`config.mk`:
```
export PLATFORM = sky130hd
export DESIGN_NAME = aes_rk_ram
export DESIGN_NICKNAME = d
export VERILOG_FILES = /design/src/design/aes_pkg.sv /design/src/design/aes_rk_ram.sv
export SDC_FILE = /design/constraint.sdc
export NUM_CORES = 1
export LEC_CHECK = 0
export BUFFER_PORTS_ARGS = -buffer_cell sky130_fd_sc_hd__buf_2
export CAP_MARGIN = 20
export CELL_PAD_IN_SITES_DETAIL_PLACEMENT = 1
export CELL_PAD_IN_SITES_GLOBAL_PLACEMENT = 1
export CORE_MARGIN = 3
export CORE_UTILIZATION = 27
export CTS_CLUSTER_DIAMETER = 150
export DETAILED_ROUTE_END_ITERATION = 6
export PLACE_DENSITY = 0.55
export SETUP_SLACK_MARGIN = 0.1
export SKIP_LAST_GASP = 1
export SYNTH_ARGS = -nofsm -noshare
export SYNTH_HDL_FRONTEND = slang
export SYNTH_SLANG_ARGS = --single-unit
```
`constraint.sdc`:
```
create_clock -name i_clk -period 11.6 [get_ports i_clk]
set_input_delay 0.58 -clock i_clk [delete_from_list [all_inputs] [get_ports i_clk]]
set_output_delay 0.58 -clock i_clk [all_outputs]
set_load 0.02 [all_outputs]
```
`src/design/aes_pkg.sv`:
```
// aes_pkg: shared types, constants and byte functions for the aes-128 encrypt block
// depends on nothing; used by every module in design/
`default_nettype none

package aes_pkg;

    localparam int ROUND_COUNT = 10;
    localparam int RK_DEPTH    = ROUND_COUNT + 1;
    localparam int RK_AW       = $clog2(RK_DEPTH);
    localparam int BLK_W       = 128;
    localparam int HALF_W      = 64;

    localparam logic [7:0] RCON_INIT = 8'h01;
    localparam logic [7:0] GF_POLY   = 8'h1b;

    // configuration register indexes
    localparam logic CFG_KEY_HIGH = 1'b0;
    localparam logic CFG_KEY_LOW  = 1'b1;

    typedef logic [RK_AW-1:0] t_rk_addr;
    typedef logic [BLK_W-1:0] t_block;

    // round unit mode
    typedef struct packed {
        logic add_only;   // initial key addition
        logic last;       // final round, no column mix
    } t_round_ctl;

    localparam logic [7:0] SBOX [256] = '{
        8'h63, 8'h7c, 8'h77, 8'h7b, 8'hf2, 8'h6b, 8'h6f, 8'hc5,
        8'h30, 8'h01, 8'h67, 8'h2b, 8'hfe, 8'hd7, 8'hab, 8'h76,
        8'hca, 8'h82, 8'hc9, 8'h7d, 8'hfa, 8'h59, 8'h47, 8'hf0,
        8'had, 8'hd4, 8'ha2, 8'haf, 8'h9c, 8'ha4, 8'h72, 8'hc0,
        8'hb7, 8'hfd, 8'h93, 8'h26, 8'h36, 8'h3f, 8'hf7, 8'hcc,
        8'h34, 8'ha5, 8'he5, 8'hf1, 8'h71, 8'hd8, 8'h31, 8'h15,
        8'h04, 8'hc7, 8'h23, 8'hc3, 8'h18, 8'h96, 8'h05, 8'h9a,
        8'h07, 8'h12, 8'h80, 8'he2, 8'heb, 8'h27, 8'hb2, 8'h75,
        8'h09, 8'h83, 8'h2c, 8'h1a, 8'h1b, 8'h6e, 8'h5a, 8'ha0,
        8'h52, 8'h3b, 8'hd6, 8'hb3, 8'h29, 8'he3, 8'h2f, 8'h84,
        8'h53, 8'hd1, 8'h00, 8'hed, 8'h20, 8'hfc, 8'hb1, 8'h5b,
        8'h6a, 8'hcb, 8'hbe, 8'h39, 8'h4a, 8'h4c, 8'h58, 8'hcf,
        8'hd0, 8'hef, 8'haa, 8'hfb, 8'h43, 8'h4d, 8'h33, 8'h85,
        8'h45, 8'hf9, 8'h02, 8'h7f, 8'h50, 8'h3c, 8'h9f, 8'ha8,
        8'h51, 8'ha3, 8'h40, 8'h8f, 8'h92, 8'h9d, 8'h38, 8'hf5,
        8'hbc, 8'hb6, 8'hda, 8'h21, 8'h10, 8'hff, 8'hf3, 8'hd2,
        8'hcd, 8'h0c, 8'h13, 8'hec, 8'h5f, 8'h97, 8'h44, 8'h17,
        8'hc4, 8'ha7, 8'h7e, 8'h3d, 8'h64, 8'h5d, 8'h19, 8'h73,
        8'h60, 8'h81, 8'h4f, 8'hdc, 8'h22, 8'h2a, 8'h90, 8'h88,
        8'h46, 8'hee, 8'hb8, 8'h14, 8'hde, 8'h5e, 8'h0b, 8'hdb,
        8'he0, 8'h32, 8'h3a, 8'h0a, 8'h49, 8'h06, 8'h24, 8'h5c,
        8'hc2, 8'hd3, 8'hac, 8'h62, 8'h91, 8'h95, 8'he4, 8'h79,
        8'he7, 8'hc8, 8'h37, 8'h6d, 8'h8d, 8'hd5, 8'h4e, 8'ha9,
        8'h6c, 8'h56, 8'hf4, 8'hea, 8'h65, 8'h7a, 8'hae, 8'h08,
        8'hba, 8'h78, 8'h25, 8'h2e, 8'h1c, 8'ha6, 8'hb4, 8'hc6,
        8'he8, 8'hdd, 8'h74, 8'h1f, 8'h4b, 8'hbd, 8'h8b, 8'h8a,
        8'h70, 8'h3e, 8'hb5, 8'h66, 8'h48, 8'h03, 8'hf6, 8'h0e,
        8'h61, 8'h35, 8'h57, 8'hb9, 8'h86, 8'hc1, 8'h1d, 8'h9e,
        8'he1, 8'hf8, 8'h98, 8'h11, 8'h69, 8'hd9, 8'h8e, 8'h94,
        8'h9b, 8'h1e, 8'h87, 8'he9, 8'hce, 8'h55, 8'h28, 8'hdf,
        8'h8c, 8'ha1, 8'h89, 8'h0d, 8'hbf, 8'he6, 8'h42, 8'h68,
        8'h41, 8'h99, 8'h2d, 8'h0f, 8'hb0, 8'h54, 8'hbb, 8'h16
    };

    // multiply by x in gf(2^8)
    function automatic logic [7:0] xtime(input logic [7:0] b);
        return {b[6:0], 1'b0} ^ (b[7] ? GF_POLY : 8'h00);
    endfunction

    // byte n of a block, byte 0 most significant
    function automatic logic [7:0] blk_byte(input t_block blk, input int n);
        return blk[BLK_W-1-8*n -: 8];
    endfunction

endpackage

`default_nettype wire

```
`src/design/aes_rk_ram.sv`:
```
// aes_rk_ram: round-key store, one 128-bit row per round key, registered read
// depends on aes_pkg
`default_nettype none

module aes_rk_ram (
    input  wire                  i_clk,
    input  wire                  i_we,
    input  wire                  i_re,
    input  aes_pkg::t_rk_addr    i_addr,
    input  aes_pkg::t_block      i_wdata,
    output aes_pkg::t_block      o_rdata
);

    aes_pkg::t_block r_mem [aes_pkg::RK_DEPTH];
    aes_pkg::t_block r_rdata;

    always_ff @(posedge i_clk) begin
        if (i_we) begin
            r_mem[i_addr] <= i_wdata;
        end
        if (i_re) begin
            r_rdata <= r_mem[i_addr];
        end
    end

    assign o_rdata = r_rdata;

endmodule

`default_nettype wire

```
; After elaboration in Yosys (flattened, before gate mapping)
; Memory sizes are Yosys's and may differ from the RTL's. A register that Yosys moved wholly into a read port is not among the register bits.
; Cells that the tools add are included.
[op_classes]
muxes = 2
[op_table]
columns = operator, n
row1 = $mux W1, 2
[totals]
output_inout_bits = 128
memories = 1
inputBits = 135
mem_bits_rw = 1408
word_cells = 3
reg_bits = 0
[mem_list]
columns = memory, depth, width, rd, rd_ports_with_merged_regs, wr, line_no
row1 = r_mem, 11, 128, 1, 1, 1, aes_rk_ram.sv:14  ; aes_pkg::t_block r_mem [aes_pkg::RK_DEPTH];

; Depth between registers and ports, before layout
; Gate-level depths: netlist of run 1.
[logic_depth]
word_depth = 2
ltp_mapped = 6
mapped_depth_nobuf = 3

; Worst setup path after synthesis of run 1
; OpenSTA, ideal clock, no wires.
[synth_path]
kind = input-to-reg
from = in i_addr[3]
to = mem r_mem[0][0] in the netlist's numbering, enable pin
required_time_ns = 10.827
setup_time_ns = 0.773
setup_slack_ns = 0.981
t_arrival_ns = 9.846
n_path_buf = 1
path_stages = 3
path_cell_list = buf_2 > or3b_2 > nor3_1
[synth_rtl]
columns = element, line_no
row1 = start: declaration, aes_rk_ram.sv:9  ; input aes_pkg::t_rk_addr i_addr,
row2 = end: declaration, aes_rk_ram.sv:14
; Straight into the memory's write port.

==> impl_metrics.toml, run 1 <==
[worst_setup_path]
start_kind = "input port"
path_class = "input port to flip-flop"
crit_fanout = 78
arrival_ns = 5.18
worstSetupEndpointType = "flip-flop"
required_ns = 12.12

[timing]
fin_tns_setup_ns = 0
post-route-period-util_pct = 40.1
rsz0062_at_grt = "no"
holdWs_ns = 0.0895
hold_viol = 0
maxSlewViolCount = 0
fin_skew_ns = 0.0408
slew_headroom_pct = 22.2
fmax_ghz = 0.215
finalSetupViolations = 0
worst_pin_slew_ns = 1.17
min_period_ns = 4.66

[power]
power_frac_clock_pct = 42.1
p_int_mw = 9.34
p_per_area_nw_per_um2 = 174
leakage_nw = 22.4
comb_power_share_pct = 5.6
p_switching_mw = 2.71
switching_share_pct = 22.5
vdd_drop_max_mv = 0.138
p_seq_share_pct = 52.4

[clock_tree]
worstSkewPairLatency_ns = 0.80
cts-htree-levels = 4
cts_tree = "built"
post_cts_resized = 0
cts_max_path_buffers = 3
cts.sinks = 1536
ctsRootBufferMaster = "clkbuf_16"
clk_pin_slew_ns = 0.06
cts_buffers = 170

[floorplan]
core-area_um2 = 218000
fp.dieH_um = 476
rows = 171
fp.dieArea_um2 = 226000
die_x_um = 476
start_util_pct = 27.3
ioPinCount = 263

[place]
gp_congestion = 0.680
hpwl_um = 83100
place.port_buffers = 262

[detailed_routing]
via_per_inst = 4.63
drt_wl_total_um = 163000
final_antenna_net_count = 0
vias = 29767
wl_per_cell_um = 25.4
drt_iter0_drc = 1811
drt_first_pass_iters = 5
drc_errors = 0

[yosys]
ys_types = 21
synth.area.top_cells = "edfxtp_1, mux2_2, mux2i_1"
synth_cells = 3023
synth-seq-cells = 1536
yosysWarnings = 0
synth_top_cell_by_area = "edfxtp_1"
syn_avg_cell_area_um2 = 19.7
synth_nets = 3158
syn-cell-area_um2 = 59600
synth_top_area_share_pct = 77.4
ys_seq_area_share_pct = 77.4

[status]
status = "finished clean"

[grt]
grtUsageTotal_pct = 14.2
grt_max_degree = 144
grt_pass1_vias = 31807
antenna_found_initial = 58
grt_remaining_overflow = 0
grt_pass1_wl_um = 232000

[worst_hold_path]
hp-class = "input port to flip-flop"

[cells_and_area]
drive_gt1_share_pct = 29.6
fill_cells = 22084
nets = 3468
area_growth_pct = 16.3

[flow_run]
max_cap_viol_count = 0
==> final timing paths <==
kind	from	to	depth (start not counted)	slack [ns]
max	i_addr[0]	o_rdata[117]	8	6.94
min	i_wdata[9]	r_mem[6][9]	1	0.09
max reg2reg	r_mem[9][62]	o_rdata[62]	3	10.26
min reg2reg	r_mem[10][110]	o_rdata[110]	3	0.64
==> metal layers <==
metal / track usage [%] / vias up / part of all wire [%]
met2: 24.0 / 616 / 49
met3: 2.68 / 286 / 4.1
met5: 0 / - / 0.033
met1: 18.5 / 15871 / 44
met4: 3.87 / 10 / 2.5
li1: - / 12984 / -
==> Yosys cell counts <==
cell / instances
buf_8: 1
o22ai_1: 128
mux2i_1: 256
nand3b_1: 2
buf_4: 20
buf_2: 35
mux2_2: 342
mux2_1: 42
or3b_2: 1
a22o_1: 128
clkbuf_1: 76
nor2_1: 9
nor3_1: 3
nand2b_1: 131
buf_6: 51
o31ai_2: 128
nand2_1: 2
o211ai_1: 128
edfxtp_1: 1536
buf_1: 3
nor2b_1: 1
==> power groups by stage <==
stage	Sequential, mW	Clock [mW]	Combinational (mW)
finish	6.31	5.07	0.671
global route	6.32	5.45	0.728
CTS	6.32	5.22	0.690
detailed placement	6.43	0	0.687
global placement	6.43	0	0.676
floorplan	6.46	0	0.367
==> per-stage QoR <==
step / cell area [µm²] / power (mW) / util, % / setup slack (ns) / std cells
6_report: 69300 / 12.0 / 31.7 / 6.94 / 6428
5_1_grt: 69300 / 12.5 / 31.7 / 6.71 / 6413
4_1_cts: 69300 / 12.2 / 31.7 / 6.95 / 6410
3_5_place_dp: 64100 / 7.12 / 29.3 / 6.06 / 6101
3_3_place_gp: 64000 / 7.10 / 29.3 / 6.08 / 6100
2_1_floorplan: 59600 / 6.83 / - / 0.981 / 3023
==> critical path: stages <==
cell      delay (ns)
buf_8           0.43
buf_4           0.84
buf_4           0.78
buf_4           0.72
buf_4           0.79
mux2_2          0.42
o211ai_1        0.21
o31ai_2         0.10
==> registers in the layout (all words and copies together) (netlist names) <==
signal	cells
o_rdata	128
r_mem	1408
==> cells in the final DEF (no fill, tap or decap), types with 3 or more instances in the layout <==
cell type   netlist  layout
a22o_1          128     128
buf_12            0       5
buf_2            35     258
buf_4            20      56
buf_8             1       3
bufinv_16         0       5
clkbuf_1         76      38
clkbuf_16         0     173
clkinv_1          0      53
clkinv_16         0       3
clkinv_2          0      19
clkinv_8          0       4
clkinvlp_4        0       4
diode_2           0      18
edfxtp_1       1536    1536
inv_6             0       4
mux2_1           42      42
mux2_2          342     342
mux2i_1         256     256
nand2b_1        131     130
nor2_4            0       9
nor3_2            0       3
o211ai_1        128     128
o22ai_1         128     128
o31ai_2         128     128
==> area by class of cell <==
type | instances | area (µm²) | share of cell area (%)
clock buffers | 211 | 4470 | 6.45
clock inverters | 97 | 724 | 1.05
diodes | 18 | 45.0 | 0.0650
flip-flops and latches | 1536 | 46100 | 66.5
well taps | 2941 | 3680 | 5.31
multi-input cells | 1301 | 12400 | 17.9
repair buffers | 324 | 1880 | 2.71
==> cells by family (layout without fill, tap and decap cells) <==
family,after synthesis,in the layout,synth area share [%]
compound gates,512,512,7.52
other cells,0,18,0
flops,1536,1536,77.4
mux,640,640,11.6
buf+inv,186,632,2.03
simple gates,149,149,1.52
==> repair_timing <==
item / CTS / global route
hold endpoints to repair: 2 / 0
hold buffers: 1 / 0
buffers inserted: 0 / 0
Power figures use the tool's default switching activity.
==> inputs of run 2 (changes only) <==
==> constraint.sdc (replaced) <==
create_clock -name i_clk -period 4.43 [get_ports i_clk]
set_input_delay 0.2215 -clock i_clk [delete_from_list [all_inputs] [get_ports i_clk]]
set_output_delay 0.2215 -clock i_clk [all_outputs]
set_load 0.02 [all_outputs]
==> impl_metrics.toml, run 2 (synthesis results as in run 1) <==
[floorplan]
ioPinCount = 263
fp.dieH_um = 476
start_util_pct = 27.3
core-area_um2 = 218000
die_x_um = 476
fp.dieArea_um2 = 226000
rows = 171

[clock_tree]
clk_pin_slew_ns = 0.06
worstSkewPairLatency_ns = 0.81
ctsHoldBuffers = 129
cts.sinks = 1536
cts-htree-levels = 4
cts_buffers = 171
post_cts_resized = 0
ctsRootBufferMaster = "clkbuf_16"
cts_setup_buffers = 0
cts_tree = "built"
cts_max_path_buffers = 3

[cells_and_area]
final_common_cell = "edfxtp_1"
largest_reg_flops = 1408
drive_gt1_share_pct = 28.7
area_growth_pct = 19.0
nets = 3598
final_cell_mix = "edfxtp_1, mux2_2, buf_2"
final_area_um2 = 70900
top_register = "r_mem"

[place]
place.port_buffers = 262
hpwl_um = 79000
place_area_um2 = 64400
gp_congestion = 0.663

[timing]
fin_tns_setup_ns = 0
maxSlewViolCount = 0
worst_pin_slew_ns = 1.17
fin_skew_ns = 0.0328
post-route-period-util_pct = 61.0
holdWs_ns = 0.0597
finalSetupViolations = 0
hold_viol = 0
fmax_ghz = 0.370
rsz0062_at_grt = "no"
min_period_ns = 2.70
slew_headroom_pct = 22.3

[worst_setup_path]
required_ns = 4.87
arrival_ns = 3.14
path_class = "input port to flip-flop"
crit_fanout = 28
cpPeakStageDelay_ns = 0.60
path_common_cell = "buf_4"
slowest_stage = "or3b_2"
worstSetupEndpointType = "flip-flop"
cp_cell_sequence = "dlygate4sd3_1 > buf_8 > or3b_2 > nor3_4 > buf_4 > buf_4"
start_kind = "input port"

[grt]
antenna_found_initial = 21
grt_pass1_wl_um = 227000
grt_pass1_vias = 31970
grt_remaining_overflow = 0
grtUsageTotal_pct = 13.7
grt_max_degree = 140

[power]
leakage_nw = 23.1
power_frac_clock_pct = 42.2
p_per_area_nw_per_um2 = 448
comb_power_share_pct = 5.9
p_int_mw = 24.7
switching_share_pct = 22.3
vdd_drop_max_mv = 0.387
p_switching_mw = 7.09
p_seq_share_pct = 51.9

[detailed_routing]
via_per_inst = 4.54
drt_iter0_drc = 1812
drt_wl_total_um = 157000
final_antenna_net_count = 0
drt_first_pass_iters = 5
wl_per_cell_um = 24.0
drc_errors = 0
vias = 29722

[worst_hold_path]
hp-class = "input port to flip-flop"

[flow_run]
max_cap_viol_count = 0

[status]
status = "finished clean"
==> run 2: cell type report <==
| cell class | count | area (µm²) |
|---|---|---|
| repair buffers | 453 | 3470 |
| diodes | 9 | 22.5 |
| flip-flops and latches | 1536 | 46100 |
| fillers | 21953 | 148000 |
| clock inverters | 99 | 778 |
| multi-input cells | 1301 | 12400 |
| clock buffers | 213 | 4460 |
| well taps | 2941 | 3680 |
==> run 2: layer usage <==
metal / up-vias / share of wire (%) / global-route usage, %
met5: - / 0.050 / 0
met4: 16 / 2.2 / 3.49
met3: 226 / 4.0 / 2.78
met2: 524 / 50 / 23.6
met1: 15722 / 44 / 17.7
li1: 13234 / - / -
==> run 2: final timing paths <==
path	endpoint	startpoint	cells past startpoint	slack, ns
max reg2reg	o_rdata[92]	r_mem[9][92]	3	3.10
min reg2reg	o_rdata[52]	r_mem[10][52]	3	0.65
max	r_mem[0][19]	i_addr[3]	6	1.73
min	o_rdata[23]	i_re	1	0.06
==> run 2: power groups by stage <==
stage          Clock [mW]  Combinational (mW)  Sequential [mW]
3_3_place_gp            0                1.79             16.8
4_1_cts              13.9                1.93             16.5
5_1_grt              14.5                2.04             16.5
2_1_floorplan           0               0.965             16.9
3_5_place_dp            0                1.81             16.8
6_report             13.4                1.87             16.5
==> run 2: worst max-delay path: cells and delay by family <==
kind                   cells  cell delay (ns)
AND/OR/NAND/NOR            2             0.93
buffers and inverters      4             1.87
==> run 2: metrics by stage <==
step | cells | power, mW | utilization (%) | worst slack (ns)
3_3_place_gp | 6102 | 18.6 | 29.5 | 1.42
2_1_floorplan | 3023 | 17.9 | - | -0.300
3_5_place_dp | 6102 | 18.6 | 29.5 | 1.36
5_1_grt | 6545 | 33.1 | 32.5 | 1.66
6_report | 6552 | 31.8 | 32.5 | 1.73
4_1_cts | 6543 | 32.3 | 32.5 | 1.76
==> inputs of run 3 (changes only) <==
--- a/config.mk
+++ b/config.mk
@@ -5,6 +5,7 @@
 export SDC_FILE = /design/constraint.sdc
 export NUM_CORES = 1
 export LEC_CHECK = 0
+export ABC_AREA = 1
 export BUFFER_PORTS_ARGS = -buffer_cell sky130_fd_sc_hd__buf_2
 export CAP_MARGIN = 20
 export CELL_PAD_IN_SITES_DETAIL_PLACEMENT = 1
@@ -13,7 +14,7 @@
 export CORE_UTILIZATION = 27
 export CTS_CLUSTER_DIAMETER = 150
 export DETAILED_ROUTE_END_ITERATION = 6
-export PLACE_DENSITY = 0.55
+export PLACE_DENSITY = 0.57
 export SETUP_SLACK_MARGIN = 0.1
 export SKIP_LAST_GASP = 1
 export SYNTH_ARGS = -nofsm -noshare
==> constraint.sdc (replaced) <==
create_clock -name i_clk -period 2.65 [get_ports i_clk]
set_input_delay 0.1325 -clock i_clk [delete_from_list [all_inputs] [get_ports i_clk]]
set_output_delay 0.1325 -clock i_clk [all_outputs]
set_load 0.02 [all_outputs]
==> impl_metrics.toml, run 3 <==
[status]
status = "finished clean"

[floorplan]
ioPinCount = 263
fp.dieArea_um2 = 230000
fp.dieH_um = 479
die_x_um = 479
rows = 173
start_util_pct = 27.2
core-area_um2 = 223000

[detailed_routing]
drt_iter0_drc = 2347
drt_wl_total_um = 176000
drt_first_pass_iters = 5
final_antenna_net_count = 0
drc_errors = 0
vias = 38745
via_per_inst = 4.48
wl_per_cell_um = 20.4

[cells_and_area]
area_growth_pct = 19.3
final_cells = 8652
fill_cells = 24412
top_register = "r_mem"
drive_gt1_share_pct = 10.3
largest_reg_flops = 1408
regArea_um2 = 46100
final_cell_mix = "nand2_1, edfxtp_1, nand3_1"
nets = 5662
final_common_cell = "nand2_1"
multi_input_area_um2 = 13200

[place]
hpwl_um = 93600
place.port_buffers = 262
gp_congestion = 0.703
dp_cells = 8194

[clock_tree]
cts_max_path_buffers = 3
cts_setup_buffers = 0
worstSkewPairLatency_ns = 0.81
cts-htree-levels = 4
ctsRootBufferMaster = "clkbuf_16"
cts_buffers = 173
cts_tree = "built"
clk_pin_slew_ns = 0.05
cts.sinks = 1536

[yosys]
synth_top_area_share_pct = 76.2
ys.flop_type = "edfxtp_1"
synth_nets = 5293
syn_avg_cell_area_um2 = 11.7
synth.area.top_cells = "edfxtp_1, nand2_1, nand3_1"
yosysWarnings = 0
synth_common_cells = "nand2_1, edfxtp_1, nand3_1, buf_2, clkbuf_1"
synth_cells = 5158
ys_types = 14
synthArstFlopShare_pct = 0
syn-cell-area_um2 = 60500
synth_top_cell_by_area = "edfxtp_1"
synth-seq-cells = 1536
ys_seq_area_share_pct = 76.2
synth-edff-count = 1536
yosysMostFrequentCell = "nand2_1"

[grt]
grt_pass1_vias = 41046
antenna_found_initial = 16
grt_pass1_wl_um = 265000
grtUsageTotal_pct = 15.2
grt_max_degree = 148
grt_remaining_overflow = 0

[worst_setup_path]
required_ns = 3.08
path_buf_inv = 4
crit_fanout = 86
slowest_stage = "dlygate4sd3_1"
path_class = "input port to flip-flop"
cp_top_family = "buffers and inverters"
arrival_ns = 2.37
cp_cell_sequence = "dlygate4sd3_1 > buf_8 > inv_16 > nand3_1 > nor2_4 > buf_12"
worstSetupEndpointType = "flip-flop"
cpPeakStageDelay_ns = 0.56
start_kind = "input port"

[timing]
fin_skew_ns = 0.0218
maxSlewViolCount = 0
holdWs_ns = 0.0919
hold_viol = 0
finalSetupViolations = 0
min_period_ns = 1.94
fmax_ghz = 0.516
post-route-period-util_pct = 73.2
worst_pin_slew_ns = 1.07
slew_headroom_pct = 28.5
rsz0062_at_grt = "no"

[worst_hold_path]
hp-class = "input port to flip-flop"

[power]
leakage_nw = 27.7
vdd_drop_max_mv = 0.642
p_per_area_nw_per_um2 = 745

[flow_run]
max_cap_viol_count = 0
## run 3: per-stage QoR
stage	cell area, µm²	worst slack (ns)	util, %	TNS, ns	power, mW
final	72200	0.711	32.4	0	53.8
after global routing	72200	0.680	32.4	0	56.0
after CTS	72200	0.778	32.4	0	54.7
after detailed placement	65500	0.462	29.4	0	31.4
after global placement	65500	0.502	29.4	0	31.4
after floorplan	60700	-1.51	-	-1042.55	29.8
## run 3: cells by family (layout without fill, tap and decap cells)
logic type / after synthesis / in the layout / synth area share [%]
other: 0 / 4 / 0
buffers and inverters: 275 / 790 / 2.20
flip-flops: 1536 / 1536 / 76.2
AND/OR/NAND/NOR: 3347 / 3347 / 21.6
## run 3: cell type report
class	count	share of cell area, %
clock buffer	220	6.36
tap	2975	5.16
sequential	1536	63.9
antenna	4	0.0139
inverter	6	0.0866
multi-input combinational	3347	18.2
clock inverter	101	1.05
timing repair buffer	463	5.20
## run 3: what timing repair did
item	in CTS	in global routing
gates resized for setup	0	0
hold buffers	132	0
hold endpoints to repair	1501	0
endpoints found under the setup margin	0	0
## run 3: power breakdown
part / internal [mW] / switching, mW / leakage [nW]
Combinational: 0.921 / 2.45 / 11.1
Clock: 13.0 / 9.85 / 2.61
Sequential: 27.4 / 0.204 / 14.0
Total: 41.3 / 12.5 / 27.7
## run 3: final timing paths
kind	start	slack [ns]	end	depth (start not counted)
min reg2reg	r_mem[8][55]	0.64	o_rdata[55]	4
max reg2reg	r_mem[2][85]	1.33	o_rdata[85]	6
min	i_we	0.09	r_mem[3][60]	4
max	i_addr[0]	0.71	r_mem[10][34]	6
## run 3: layer usage
| metal | track usage (%) | share of wire, % |
|---|---|---|
| met1 | 20.4 | 46 |
| met4 | 3.71 | 2.0 |
| met5 | 0 | 0.022 |
| met3 | 2.67 | 3.8 |
| met2 | 25.5 | 48 |
## run 3: worst min-delay path, delay by kind of cell
family	cells	cell delay [ns]
buffers and inverters	3	0.51
and+or+nand+nor	1	0.07
